==> src/flet_pkg.sv <==
// ============================================================================
// flet_pkg
// Shared constants, codes and control structures of the first/last extremum
// tracker.
// ============================================================================
`default_nettype none

package flet_pkg;

  localparam int VALUE_BITS_DEF = 32;
  localparam int INDEX_BITS_DEF = 48;
  localparam int FRAC_BITS      = 24;
  localparam int RATIO_BITS     = 64;
  localparam int TOL_BITS       = 16;
  localparam int MODE_BITS      = 2;
  localparam int CFG_INDEX_BITS = 2;

  localparam logic [RATIO_BITS-1:0] RATIO_ONE = RATIO_BITS'(1) << FRAC_BITS;
  localparam logic [RATIO_BITS-1:0] RATIO_SAT = {1'b0, {(RATIO_BITS-1){1'b1}}};

  localparam logic [MODE_BITS-1:0] MODE_VAL_MIN = 2'd0;
  localparam logic [MODE_BITS-1:0] MODE_VAL_MAX = 2'd1;
  localparam logic [MODE_BITS-1:0] MODE_RAT_MIN = 2'd2;
  localparam logic [MODE_BITS-1:0] MODE_RAT_MAX = 2'd3;

  localparam logic [CFG_INDEX_BITS-1:0] CFG_TRACK_MODE = 2'd0;
  localparam logic [CFG_INDEX_BITS-1:0] CFG_RATIO_TOL  = 2'd1;

  // Operand selection for a ratio computation.
  localparam logic [1:0] RSEL_SAMPLE = 2'd0;
  localparam logic [1:0] RSEL_LAST   = 2'd1;
  localparam logic [1:0] RSEL_FIRST  = 2'd2;

  // How the take flags are evaluated.
  localparam logic [2:0] EV_NONE   = 3'd0;
  localparam logic [2:0] EV_VALUE  = 3'd1;
  localparam logic [2:0] EV_FILL   = 3'd2;
  localparam logic [2:0] EV_RLAST  = 3'd3;
  localparam logic [2:0] EV_RFIRST = 3'd4;

  typedef struct packed {
    logic       load;
    logic       calc_sum;
    logic [2:0] eval;
    logic [1:0] rsel;
    logic       rstore;
    logic       div_start;
    logic       div_store;
    logic       commit;
  } cmd_t;

  typedef struct packed {
    logic mode_ratio;
    logic last_empty;
    logic take_last;
    logic special;
    logic div_busy;
    logic div_done;
  } status_t;

endpackage

`default_nettype wire

==> src/flet_div.sv <==
// ============================================================================
// flet_div
// Restoring divider, one quotient bit per cycle, computing
// floor(numer * 2^FRAC_BITS / denom) on unsigned magnitudes.
// ============================================================================
`default_nettype none

module flet_div #(
  parameter int VALUE_BITS = flet_pkg::VALUE_BITS_DEF
) (
  input  wire logic                                     clk,
  input  wire logic                                     rst_n,
  input  wire logic                                     start,
  input  wire logic [VALUE_BITS-1:0]                    numer,
  input  wire logic [VALUE_BITS-1:0]                    denom,
  output logic                                          busy,
  output logic                                          done,
  output logic [VALUE_BITS+flet_pkg::FRAC_BITS-1:0]     quot
);

  localparam int DW = VALUE_BITS + flet_pkg::FRAC_BITS;
  localparam int CW = $clog2(DW + 1);

  logic              busy_r, busy_nxt;
  logic              done_r, done_nxt;
  logic [CW-1:0]     cnt_r, cnt_nxt;
  logic [DW-1:0]     acc_r, acc_nxt;
  logic [VALUE_BITS-1:0] rem_r, rem_nxt;
  logic [VALUE_BITS-1:0] den_r;
  logic [VALUE_BITS:0]   rem_sh;
  logic                  ge;

  assign rem_sh = {rem_r, acc_r[DW-1]};
  assign ge     = rem_sh >= {1'b0, den_r};

  always_comb begin
    busy_nxt = busy_r;
    done_nxt = 1'b0;
    cnt_nxt  = cnt_r;
    acc_nxt  = acc_r;
    rem_nxt  = rem_r;
    if (start) begin
      busy_nxt = 1'b1;
      cnt_nxt  = CW'(DW);
      acc_nxt  = {numer, {flet_pkg::FRAC_BITS{1'b0}}};
      rem_nxt  = '0;
    end else if (busy_r) begin
      rem_nxt = ge ? VALUE_BITS'(rem_sh - {1'b0, den_r}) : VALUE_BITS'(rem_sh);
      acc_nxt = {acc_r[DW-2:0], ge};
      cnt_nxt = cnt_r - CW'(1);
      if (cnt_r == CW'(1)) begin
        busy_nxt = 1'b0;
        done_nxt = 1'b1;
      end
    end
  end

  always_ff @(posedge clk) begin
    if (!rst_n) begin
      busy_r <= 1'b0;
      done_r <= 1'b0;
      cnt_r  <= '0;
    end else begin
      busy_r <= busy_nxt;
      done_r <= done_nxt;
      cnt_r  <= cnt_nxt;
    end
  end

  always_ff @(posedge clk) begin
    acc_r <= acc_nxt;
    rem_r <= rem_nxt;
    if (start) begin
      den_r <= denom;
    end
  end

  assign busy = busy_r;
  assign done = done_r;
  assign quot = acc_r;

endmodule

`default_nettype wire

==> src/flet_datapath.sv <==
// ============================================================================
// flet_datapath
// Configuration registers, sample holding registers, saturating sum, value
// and ratio comparisons, and the first and last extremum records.
// ============================================================================
`default_nettype none

module flet_datapath #(
  parameter int VALUE_BITS = flet_pkg::VALUE_BITS_DEF,
  parameter int INDEX_BITS = flet_pkg::INDEX_BITS_DEF
) (
  input  wire logic                                 clk,
  input  wire logic                                 rst_n,
  input  wire logic                                 cfg_wr_en,
  input  wire logic [flet_pkg::CFG_INDEX_BITS-1:0]  cfg_index,
  input  wire logic [flet_pkg::TOL_BITS-1:0]        cfg_data,
  input  wire logic [VALUE_BITS-1:0]                in_value,
  input  wire logic [VALUE_BITS-1:0]                in_base,
  input  wire logic [INDEX_BITS-1:0]                in_index,
  input  wire logic [INDEX_BITS-1:0]                in_delta,
  input  wire logic [VALUE_BITS-1:0]                in_factor,
  input  wire logic [VALUE_BITS-1:0]                in_meas,
  input  wire flet_pkg::cmd_t                       cmd,
  output flet_pkg::status_t                         sts,
  output logic [2*(4*VALUE_BITS+2*INDEX_BITS)-1:0]  rec_bus
);

  localparam int VB = VALUE_BITS;
  localparam int RB = flet_pkg::RATIO_BITS;
  localparam int DW = VALUE_BITS + flet_pkg::FRAC_BITS;
  localparam int QX = (DW > RB) ? DW : RB;

  localparam logic signed [VB-1:0] VMAX = {1'b0, {(VB-1){1'b1}}};
  localparam logic signed [VB-1:0] VMIN = {1'b1, {(VB-1){1'b0}}};

  logic [flet_pkg::MODE_BITS-1:0] mode_r;
  logic [flet_pkg::TOL_BITS-1:0]  tol_r;

  logic signed [VB-1:0] s_value_r, s_base_r, s_factor_r, s_meas_r, s_sum_r;
  logic [INDEX_BITS-1:0] s_index_r, s_delta_r;

  logic signed [VB-1:0] first_sum_r, first_base_r, first_factor_r, first_meas_r;
  logic signed [VB-1:0] last_sum_r, last_base_r, last_factor_r, last_meas_r;
  logic [INDEX_BITS-1:0] first_index_r, first_delta_r, last_index_r, last_delta_r;

  logic take_last_r, take_first_r;
  logic [RB-1:0] rs_r, ro_r;
  logic          op_neg_r;

  logic              mode_ratio, val_min, rat_min;
  logic signed [VB:0] sum_ext;
  logic signed [VB-1:0] sum_sat;
  logic              v_take_last, v_take_first;
  logic              r_take_last, r_take_first;

  logic signed [VB-1:0] op_meas, op_cur;
  logic signed [VB:0]   op_diff;
  logic [VB:0]          op_abs;
  logic                 tol_hit, cur_zero;
  logic [RB-1:0]        spec_ratio;
  logic [VB-1:0]        n_mag, d_mag;

  logic          div_busy, div_done;
  logic [DW-1:0] div_quot;
  logic [QX-1:0] q_ext;
  logic [RB-1:0] div_mag, div_ratio;

  assign mode_ratio = (mode_r == flet_pkg::MODE_RAT_MIN) ||
                      (mode_r == flet_pkg::MODE_RAT_MAX);
  assign val_min    = mode_r == flet_pkg::MODE_VAL_MIN;
  assign rat_min    = mode_r == flet_pkg::MODE_RAT_MIN;

  always_ff @(posedge clk) begin
    if (!rst_n) begin
      mode_r <= flet_pkg::MODE_VAL_MIN;
      tol_r  <= flet_pkg::TOL_BITS'(1);
    end else if (cfg_wr_en) begin
      case (cfg_index)
        flet_pkg::CFG_TRACK_MODE: mode_r <= cfg_data[flet_pkg::MODE_BITS-1:0];
        flet_pkg::CFG_RATIO_TOL:  tol_r  <= cfg_data;
        default: ;
      endcase
    end
  end

  // Saturating sum of value and baseline.
  assign sum_ext = {s_value_r[VB-1], s_value_r} + {s_base_r[VB-1], s_base_r};
  always_comb begin
    if (sum_ext[VB] != sum_ext[VB-1]) begin
      sum_sat = sum_ext[VB] ? VMIN : VMAX;
    end else begin
      sum_sat = sum_ext[VB-1:0];
    end
  end

  always_ff @(posedge clk) begin
    if (cmd.load) begin
      s_value_r  <= in_value;
      s_base_r   <= in_base;
      s_index_r  <= in_index;
      s_delta_r  <= in_delta;
      s_factor_r <= in_factor;
      s_meas_r   <= in_meas;
    end
    if (cmd.calc_sum) begin
      s_sum_r <= sum_sat;
    end
  end

  // Value mode comparisons.
  always_comb begin
    if (val_min) begin
      v_take_last  = (last_index_r == '0) || ((s_base_r != '0) && (s_sum_r <= 0)) ||
                     (s_sum_r <= last_sum_r);
      v_take_first = (first_index_r == '0) || (s_sum_r < first_sum_r);
    end else begin
      v_take_last  = (last_index_r == '0) || (s_sum_r >= last_sum_r);
      v_take_first = (first_index_r == '0) || (s_sum_r > first_sum_r);
    end
  end

  // Ratio mode comparisons of the sample ratio against the other one.
  assign r_take_last  = rat_min ? ($signed(rs_r) <= $signed(ro_r))
                                : ($signed(rs_r) >= $signed(ro_r));
  assign r_take_first = rat_min ? ($signed(rs_r) < $signed(ro_r))
                                : ($signed(rs_r) > $signed(ro_r));

  always_ff @(posedge clk) begin
    if (!rst_n) begin
      take_last_r  <= 1'b0;
      take_first_r <= 1'b0;
    end else begin
      case (cmd.eval)
        flet_pkg::EV_VALUE: begin
          take_last_r  <= v_take_last;
          take_first_r <= v_take_first;
        end
        flet_pkg::EV_FILL: begin
          take_last_r  <= 1'b1;
          take_first_r <= 1'b1;
        end
        flet_pkg::EV_RLAST: begin
          take_last_r  <= r_take_last;
          take_first_r <= 1'b0;
        end
        flet_pkg::EV_RFIRST: begin
          take_first_r <= r_take_first;
        end
        default: ;
      endcase
    end
  end

  // Ratio operand selection and the cases that need no division.
  always_comb begin
    case (cmd.rsel)
      flet_pkg::RSEL_LAST: begin
        op_meas = last_meas_r;
        op_cur  = last_sum_r;
      end
      flet_pkg::RSEL_FIRST: begin
        op_meas = first_meas_r;
        op_cur  = first_sum_r;
      end
      default: begin
        op_meas = s_meas_r;
        op_cur  = s_sum_r;
      end
    endcase
  end

  assign op_diff  = {op_meas[VB-1], op_meas} - {op_cur[VB-1], op_cur};
  assign op_abs   = op_diff[VB] ? (VB+1)'(-op_diff) : op_diff;
  assign tol_hit  = op_abs <= (VB+1)'(tol_r);
  assign cur_zero = op_cur == '0;
  assign n_mag    = op_meas[VB-1] ? VB'(-op_meas) : op_meas;
  assign d_mag    = op_cur[VB-1] ? VB'(-op_cur) : op_cur;

  always_comb begin
    if (tol_hit) begin
      spec_ratio = flet_pkg::RATIO_ONE;
    end else if (op_meas[VB-1]) begin
      spec_ratio = RB'(-flet_pkg::RATIO_SAT);
    end else begin
      spec_ratio = flet_pkg::RATIO_SAT;
    end
  end

  flet_div #(
    .VALUE_BITS (VALUE_BITS)
  ) u_div (
    .clk   (clk),
    .rst_n (rst_n),
    .start (cmd.div_start),
    .numer (n_mag),
    .denom (d_mag),
    .busy  (div_busy),
    .done  (div_done),
    .quot  (div_quot)
  );

  assign q_ext     = QX'(div_quot);
  assign div_mag   = (|q_ext[QX-1:RB-1]) ? flet_pkg::RATIO_SAT : q_ext[RB-1:0];
  assign div_ratio = op_neg_r ? RB'(-div_mag) : div_mag;

  always_ff @(posedge clk) begin
    if (cmd.div_start) begin
      op_neg_r <= op_meas[VB-1] ^ op_cur[VB-1];
    end
    if (cmd.rstore || cmd.div_store) begin
      if (cmd.rsel == flet_pkg::RSEL_SAMPLE) begin
        rs_r <= cmd.rstore ? spec_ratio : div_ratio;
      end else begin
        ro_r <= cmd.rstore ? spec_ratio : div_ratio;
      end
    end
  end

  // Record update. Value modes keep each record's own measured value.
  always_ff @(posedge clk) begin
    if (!rst_n) begin
      first_sum_r    <= '0;
      first_base_r   <= '0;
      first_index_r  <= '0;
      first_delta_r  <= '0;
      first_factor_r <= '0;
      first_meas_r   <= '0;
      last_sum_r     <= '0;
      last_base_r    <= '0;
      last_index_r   <= '0;
      last_delta_r   <= '0;
      last_factor_r  <= '0;
      last_meas_r    <= '0;
    end else if (cmd.commit && take_last_r) begin
      last_sum_r    <= s_sum_r;
      last_base_r   <= s_base_r;
      last_index_r  <= s_index_r;
      last_delta_r  <= s_delta_r;
      last_factor_r <= s_factor_r;
      if (mode_ratio) begin
        last_meas_r <= s_meas_r;
      end
      if (take_first_r) begin
        first_sum_r    <= s_sum_r;
        first_base_r   <= s_base_r;
        first_index_r  <= s_index_r;
        first_delta_r  <= s_delta_r;
        first_factor_r <= s_factor_r;
        if (mode_ratio) begin
          first_meas_r <= s_meas_r;
        end
      end
    end
  end

  assign rec_bus = {last_meas_r, last_factor_r, last_delta_r, last_index_r,
                    last_base_r, last_sum_r,
                    first_meas_r, first_factor_r, first_delta_r, first_index_r,
                    first_base_r, first_sum_r};

  always_comb begin
    sts            = '0;
    sts.mode_ratio = mode_ratio;
    sts.last_empty = last_index_r == '0;
    sts.take_last  = take_last_r;
    sts.special    = tol_hit || cur_zero;
    sts.div_busy   = div_busy;
    sts.div_done   = div_done;
  end

endmodule

`default_nettype wire

==> src/flet_ctrl.sv <==
// ============================================================================
// flet_ctrl
// Sequencer of the tracker: accepts a sample, steps the datapath through the
// sum, the comparisons and up to three ratio divisions, and owns the result
// handshake.
// ============================================================================
`default_nettype none

module flet_ctrl (
  input  wire logic               clk,
  input  wire logic               rst_n,
  input  wire logic               in_tvalid,
  output logic                    in_tready,
  output logic                    out_tvalid,
  input  wire logic               out_tready,
  input  wire flet_pkg::status_t  sts,
  output flet_pkg::cmd_t          cmd
);

  localparam logic [2:0] ST_IDLE   = 3'd0;
  localparam logic [2:0] ST_SUM    = 3'd1;
  localparam logic [2:0] ST_VCMP   = 3'd2;
  localparam logic [2:0] ST_RSTART = 3'd3;
  localparam logic [2:0] ST_RWAIT  = 3'd4;
  localparam logic [2:0] ST_RCMP   = 3'd5;
  localparam logic [2:0] ST_RCHK   = 3'd6;
  localparam logic [2:0] ST_COMMIT = 3'd7;

  logic [2:0] state_r, state_nxt;
  logic [1:0] ridx_r, ridx_nxt;
  logic       out_valid_r, out_valid_nxt;
  logic       ratio_done;

  always_comb begin
    state_nxt     = state_r;
    ridx_nxt      = ridx_r;
    cmd           = '0;
    cmd.eval      = flet_pkg::EV_NONE;
    cmd.rsel      = ridx_r;
    ratio_done    = 1'b0;
    in_tready     = 1'b0;
    out_valid_nxt = out_valid_r && !out_tready;
    case (state_r)
      ST_IDLE: begin
        in_tready = 1'b1;
        if (in_tvalid) begin
          cmd.load  = 1'b1;
          state_nxt = ST_SUM;
        end
      end
      ST_SUM: begin
        cmd.calc_sum = 1'b1;
        if (!sts.mode_ratio) begin
          state_nxt = ST_VCMP;
        end else if (sts.last_empty) begin
          cmd.eval  = flet_pkg::EV_FILL;
          state_nxt = ST_COMMIT;
        end else begin
          ridx_nxt  = flet_pkg::RSEL_SAMPLE;
          state_nxt = ST_RSTART;
        end
      end
      ST_VCMP: begin
        cmd.eval  = flet_pkg::EV_VALUE;
        state_nxt = ST_COMMIT;
      end
      ST_RSTART: begin
        if (sts.special) begin
          cmd.rstore = 1'b1;
          ratio_done = 1'b1;
        end else begin
          cmd.div_start = 1'b1;
          state_nxt     = ST_RWAIT;
        end
      end
      ST_RWAIT: begin
        if (sts.div_done) begin
          cmd.div_store = 1'b1;
          ratio_done    = 1'b1;
        end
      end
      ST_RCMP: begin
        if (ridx_r == flet_pkg::RSEL_LAST) begin
          cmd.eval  = flet_pkg::EV_RLAST;
          state_nxt = ST_RCHK;
        end else begin
          cmd.eval  = flet_pkg::EV_RFIRST;
          state_nxt = ST_COMMIT;
        end
      end
      ST_RCHK: begin
        if (sts.take_last) begin
          ridx_nxt  = flet_pkg::RSEL_FIRST;
          state_nxt = ST_RSTART;
        end else begin
          state_nxt = ST_COMMIT;
        end
      end
      ST_COMMIT: begin
        if (!out_valid_r || out_tready) begin
          cmd.commit    = 1'b1;
          out_valid_nxt = 1'b1;
          state_nxt     = ST_IDLE;
        end
      end
      default: begin
        state_nxt = ST_IDLE;
      end
    endcase
    if (ratio_done) begin
      if (ridx_r == flet_pkg::RSEL_SAMPLE) begin
        ridx_nxt  = flet_pkg::RSEL_LAST;
        state_nxt = ST_RSTART;
      end else begin
        state_nxt = ST_RCMP;
      end
    end
  end

  always_ff @(posedge clk) begin
    if (!rst_n) begin
      state_r     <= ST_IDLE;
      ridx_r      <= flet_pkg::RSEL_SAMPLE;
      out_valid_r <= 1'b0;
    end else begin
      state_r     <= state_nxt;
      ridx_r      <= ridx_nxt;
      out_valid_r <= out_valid_nxt;
    end
  end

  assign out_tvalid = out_valid_r;

  a_wait_has_divider: assert property (@(posedge clk) disable iff (!rst_n)
    (state_r == ST_RWAIT) |-> (sts.div_busy || sts.div_done))
    else $error("Waiting on the divider while it is neither busy nor done.");

  a_first_after_last: assert property (@(posedge clk) disable iff (!rst_n)
    (cmd.eval == flet_pkg::EV_RFIRST) |-> sts.take_last)
    else $error("First record ratio compared although the last record was not taken.");

  a_idle_divider_quiet: assert property (@(posedge clk) disable iff (!rst_n)
    (state_r == ST_IDLE) |-> !sts.div_busy)
    else $error("Divider still running while the sequencer is idle.");

endmodule

`default_nettype wire

==> src/first_last_extremum_tracker_unit.sv <==
// ============================================================================
// first_last_extremum_tracker_unit
// Tracks a first and a last extremum record over a stream of samples, by
// value or by the ratio measured/current, and returns both records after
// every sample.
// ============================================================================
//
//  Channel  Direction  Handshake              Content
//  in_      slave      in_tvalid/in_tready    one sample per request
//  out_     master     out_tvalid/out_tready  both records, one per sample
//  cfg_     write      cfg_wr_en              track_mode, ratio_tolerance
//
// A value mode request passes from acceptance through the sum, the value
// comparison and the commit states, where its result is registered.
// A ratio mode request runs up to three divisions on the bit-serial divider,
// one quotient bit per cycle; ratios within tolerance or with a zero current
// skip the division, as does the fill of empty records.
// A new sample is accepted while the previous result waits; the records are
// updated only once that result has been taken.
// Reset clears both records to empty, track_mode to 0 and ratio_tolerance to 1.
//
`default_nettype none

module first_last_extremum_tracker_unit #(
  parameter int VALUE_BITS = flet_pkg::VALUE_BITS_DEF,
  parameter int INDEX_BITS = flet_pkg::INDEX_BITS_DEF,
  localparam int IN_BITS   = 4 * VALUE_BITS + 2 * INDEX_BITS,
  localparam int IN_W      = ((IN_BITS + 7) / 8) * 8,
  localparam int OUT_W     = ((2 * IN_BITS + 7) / 8) * 8
) (
  input  wire logic                                 clk,
  input  wire logic                                 rst_n,
  // sample_value, sample_baseline, sample_index, sample_delta,
  // correction_factor, measured_value
  input  wire logic [IN_W-1:0]                      in_tdata,
  input  wire logic                                 in_tvalid,
  output logic                                      in_tready,
  // first_value, first_base, first_position, first_width, first_factor,
  // first_numerator, last_value, last_base, last_position, last_width,
  // last_factor, last_numerator
  output logic [OUT_W-1:0]                          out_tdata,
  output logic                                      out_tvalid,
  input  wire logic                                 out_tready,
  input  wire logic                                 cfg_wr_en,
  input  wire logic [flet_pkg::CFG_INDEX_BITS-1:0]  cfg_index,
  input  wire logic [flet_pkg::TOL_BITS-1:0]        cfg_data
);

  localparam int VB = VALUE_BITS;
  localparam int IB = INDEX_BITS;

  flet_pkg::cmd_t    cmd;
  flet_pkg::status_t sts;
  logic [2*IN_BITS-1:0] rec_bus;

  flet_ctrl u_ctrl (
    .clk        (clk),
    .rst_n      (rst_n),
    .in_tvalid  (in_tvalid),
    .in_tready  (in_tready),
    .out_tvalid (out_tvalid),
    .out_tready (out_tready),
    .sts        (sts),
    .cmd        (cmd)
  );

  flet_datapath #(
    .VALUE_BITS (VALUE_BITS),
    .INDEX_BITS (INDEX_BITS)
  ) u_datapath (
    .clk       (clk),
    .rst_n     (rst_n),
    .cfg_wr_en (cfg_wr_en),
    .cfg_index (cfg_index),
    .cfg_data  (cfg_data),
    .in_value  (in_tdata[VB-1:0]),
    .in_base   (in_tdata[2*VB-1:VB]),
    .in_index  (in_tdata[2*VB+IB-1:2*VB]),
    .in_delta  (in_tdata[2*VB+2*IB-1:2*VB+IB]),
    .in_factor (in_tdata[3*VB+2*IB-1:2*VB+2*IB]),
    .in_meas   (in_tdata[4*VB+2*IB-1:3*VB+2*IB]),
    .cmd       (cmd),
    .sts       (sts),
    .rec_bus   (rec_bus)
  );

  assign out_tdata = OUT_W'(rec_bus);

endmodule

`default_nettype wire
==> config.mk <==
export PLATFORM = sky130hd
export DESIGN_NAME = first_last_extremum_tracker_unit
export DESIGN_NICKNAME = d
export VERILOG_FILES = /design/src/flet_pkg.sv /design/src/flet_div.sv /design/src/flet_datapath.sv /design/src/flet_ctrl.sv /design/src/first_last_extremum_tracker_unit.sv
export SDC_FILE = /design/constraint.sdc
export NUM_CORES = 2
export LEC_CHECK = 0
export ABC_AREA = 1
export BUFFER_PORTS_ARGS = -buffer_cell sky130_fd_sc_hd__buf_2
export CORE_AREA = 10 10 351 353
export CTS_BUF_LIST = sky130_fd_sc_hd__clkbuf_4
export CTS_CLUSTER_DIAMETER = 60
export DETAILED_ROUTE_END_ITERATION = 7
export DIE_AREA = 0 0 361 363
export GPL_TIMING_DRIVEN = 0
export PLACE_DENSITY = 0.66
export SLEW_MARGIN = 5
export SYNTH_ARGS = -nofsm -noshare
export SYNTH_HDL_FRONTEND = slang
export SYNTH_SLANG_ARGS = --single-unit
==> constraint.sdc <==
create_clock -name clk -period 15.6 [get_ports clk]
set_clock_uncertainty 0.15 [all_clocks]
set_input_delay 3.12 -clock clk [delete_from_list [all_inputs] [get_ports clk]]
set_output_delay 3.12 -clock clk [all_outputs]
set_load 0.005 [all_outputs]
==> metrics.txt <==
Worst setup endpoint u_datapath.u_div.quot[46]; Worst Setup SP u_ctrl.ridx_r[0]; Buf/Inv on CP 20; post_cts resized 0; dpl ws 4940 ps; GPL Wtd Cong 0.972; leak pwr 25.7 nW; 1st-pass router iterations 6; clock slew at reported path FFs 60 ps; core area 116000 µm²; peak supply drop 0.0883 mV; Largest delay share family, worst path buffers and inverters; Min Hold Slack 309 ps; Final Util 49.9%; ys flop type dfxtp_1; Sequential Power Share 40.0%; reg2reg path depth 48; RSZ-0062 raised after global routing no; Yosys reg bits 987; Setup TNS Final 0 ps; endpoints failing hold 0; Arrival @ worst endpoint 11450 ps; final worst setup slack 4830 ps; critical path type flop to flop; Synth cell types 65; slowest CP cell buf_2; Num CTS Buffers 286; Setup Fix Bufs, Post-CTS 0; first-pass GRT wire length 275000 µm; post-synthesis cell area 48500 µm²; maxcap violations 0; hold buffers post-CTS 0; flop2flop setup slack 4830 ps; nature of the critical path startpoint flop; Buffers on Ports 695; CP Data Required Time 16280 ps; drt drc 0; cell count along the critical path 48; final WL 188000 µm; TritonCTS sink count 987; post-layout min period 10770 ps; num rows 125; total internal power 5.11 mW; slowest stage delay, CP 810 ps; max-slew violations 0; CTS root buf clkbuf_4; number of global-route vias before repair 43600; async set-reset flop share out of synthesis 0%; relative slew slack 6.69%; # fillers 11200; vias per inst 5.28; RR Endpoint u_datapath.u_div.quot[46]; initial antenna violation count 37; Worst-Skew Late Latency 1290 ps; crit end category flop; NetSw 2.86 mW; die width 361 µm; IO Pins 697; Finished Layout Cells 8523; share of layout cells above drive strength 1 19.3%; Final period util 69.1%; overall global routing resource usage 27.6%; Post-synth EDFFs 449; worst r2r src u_ctrl.ridx_r[0]; final instance area 57800 µm²; Power Total 7.96 mW; Detailed Place HPWL 150000 µm; status finished, final reports clean; Max Clock Freq 92.8 MHz; Sw Ratio 35.9%; Starting Density 41.9%; area delta synth->final 19.1%; Seq/Total Area, Yosys 50.0%; top cell type's share of synthesized area 27.8%; Iter 0 DRT Violations 3917; Ys Warns 0; gr ovfl total 0; die footprint 131000 µm²; largest net degree at the start of global routing 65; total power per unit cell area 138 nW/µm²; CTS max path bufs 4; Worst Tran Pin Value 1380 ps; largest fanout on the critical path 41; multi-input combinational cell area 20700 µm²; DP Cell Count 8009; Syn Area/Cell 8.40 µm²; CTS tree built; area post-placement 54200 µm²; count of antenna-violating nets left after detailed routing 0; Yosys top cell by area edfxtp_1; WL/cell 22.1 µm; largest cells by area after synthesis edfxtp_1 28%, dfxtp_1 22%, nand2_1 8.6%; Syn Nets 6269; Vias 45000; endpoints failing setup 0; nets 7264; H-tree lvl count 5; Cells after Synth 5778; most used cell, CP nand2_1; clock share of power 30.7%; storage element area 24300 µm²; hold crit path type flop to flop; Comb pwr share 29.3%; die extent in y 363 µm
## placed cells by master, fill, tap and decap left out, types with 48 or more instances in the layout
cell and n:
o221ai_1 50, edfxtp_1 449, nor4_1 48, ha_1 241, clkbuf_4 443, nand2_1 1114, buf_2 719, nor2_1 674
nand4_1 57, clkbuf_1 185, nand3_1 166, a21oi_1 515, inv_1 627, o21ai_0 488, dfxtp_1 538, xor2_1 120
nor3_1 77
## power by group through the flow
stage / combinational, mW / sequential, mW / clock (mW)
6_report: 2.34 / 3.18 / 2.44
2_1_floorplan: 1.68 / 3.20 / 0
3_3_place_gp: 2.25 / 3.29 / 0
3_5_place_dp: 2.31 / 3.23 / 0
5_1_grt: 2.63 / 3.20 / 2.63
4_1_cts: 2.32 / 3.18 / 2.48
## cells in the mapped netlist (24+ instances only)
library cell / count
nand2_1: 1114
xnor2_1: 42
dfxtp_1: 538
nand4_1: 57
edfxtp_1: 449
clkbuf_1: 185
xor2_1: 120
inv_1: 630
nor4_1: 48
nand3_1: 166
nor2_1: 677
buf_2: 24
o21ai_2: 29
o221ai_1: 50
nand2_2: 33
o21ai_0: 488
ha_1: 241
nor3_1: 77
o21ai_1: 40
a21oi_1: 515
## worst reg2reg max path: cells and delay by family (launching register included)
kind | cells | cell delay [ps]
AO/OA/AOI/OAI | 11 | 2090
XOR/XNOR | 1 | 170
adder cells (fa/ha/maj) | 3 | 1030
buffers and inverters | 20 | 5050
flip-flops | 1 | 360
AND/OR/NAND/NOR | 13 | 1490
## registers in the layout (all words and copies together), names as in the netlist, 48 cells and up
name,flops
u_datapath.first_delta_r,48
u_datapath.first_index_r,48
u_datapath.last_index_r,48
u_datapath.s_delta_r,48
u_datapath.u_div.quot,56
u_datapath.last_delta_r,48
u_datapath.rs_r,64
u_datapath.s_index_r,48
u_datapath.ro_r,64
## per-layer routing
metal / up-vias / global-route usage (%) / routed length, µm
li1: 21500 / - / -
met1: 21000 / 31.9 / 73000
met2: 1903 / 46.1 / 89000
met3: 447 / 8.09 / 16500
met4: 28 / 14.6 / 9830
met5: - / 0 / 176
## how the worst min path moves through the flow
stage                                             from                      endpoint  cells past startpoint
after global placement    u_datapath.last_factor_r[28]  u_datapath.last_factor_r[28]                      2
final                       u_datapath.last_delta_r[9]    u_datapath.last_delta_r[9]                      2
after CTS                  u_datapath.last_delta_r[46]   u_datapath.last_delta_r[46]                      2
after detailed placement  u_datapath.last_factor_r[19]  u_datapath.last_factor_r[19]                      2
after floorplan                   u_datapath.tol_r[10]          u_datapath.tol_r[10]                      2
after global routing       u_datapath.last_delta_r[46]   u_datapath.last_delta_r[46]                      2
## cell type report
cell class / instances / share of cell area [%]
Timing Repair Buffer: 707 / 6.45
Multi-Input combinational cell: 3893 / 35.9
Sequential cell: 987 / 42.0
Clock inverter: 46 / 0.407
Tap cell: 1524 / 3.30
Antenna cell: 25 / 0.108
Buffer: 245 / 1.90
Inverter: 653 / 4.25
Clock buffer: 443 / 5.75
## cell families after synthesis
family | share of synthesized area (%)
adder cells (fa/ha/maj) | 6.34
AO/OA/AOI/OAI | 14.0
flip-flops | 50.0
AND/OR/NAND/NOR | 19.4
buffers and inverters | 7.32
XOR/XNOR | 2.92
multiplexers | 0.0206
Power figures use the tool's default switching activity.
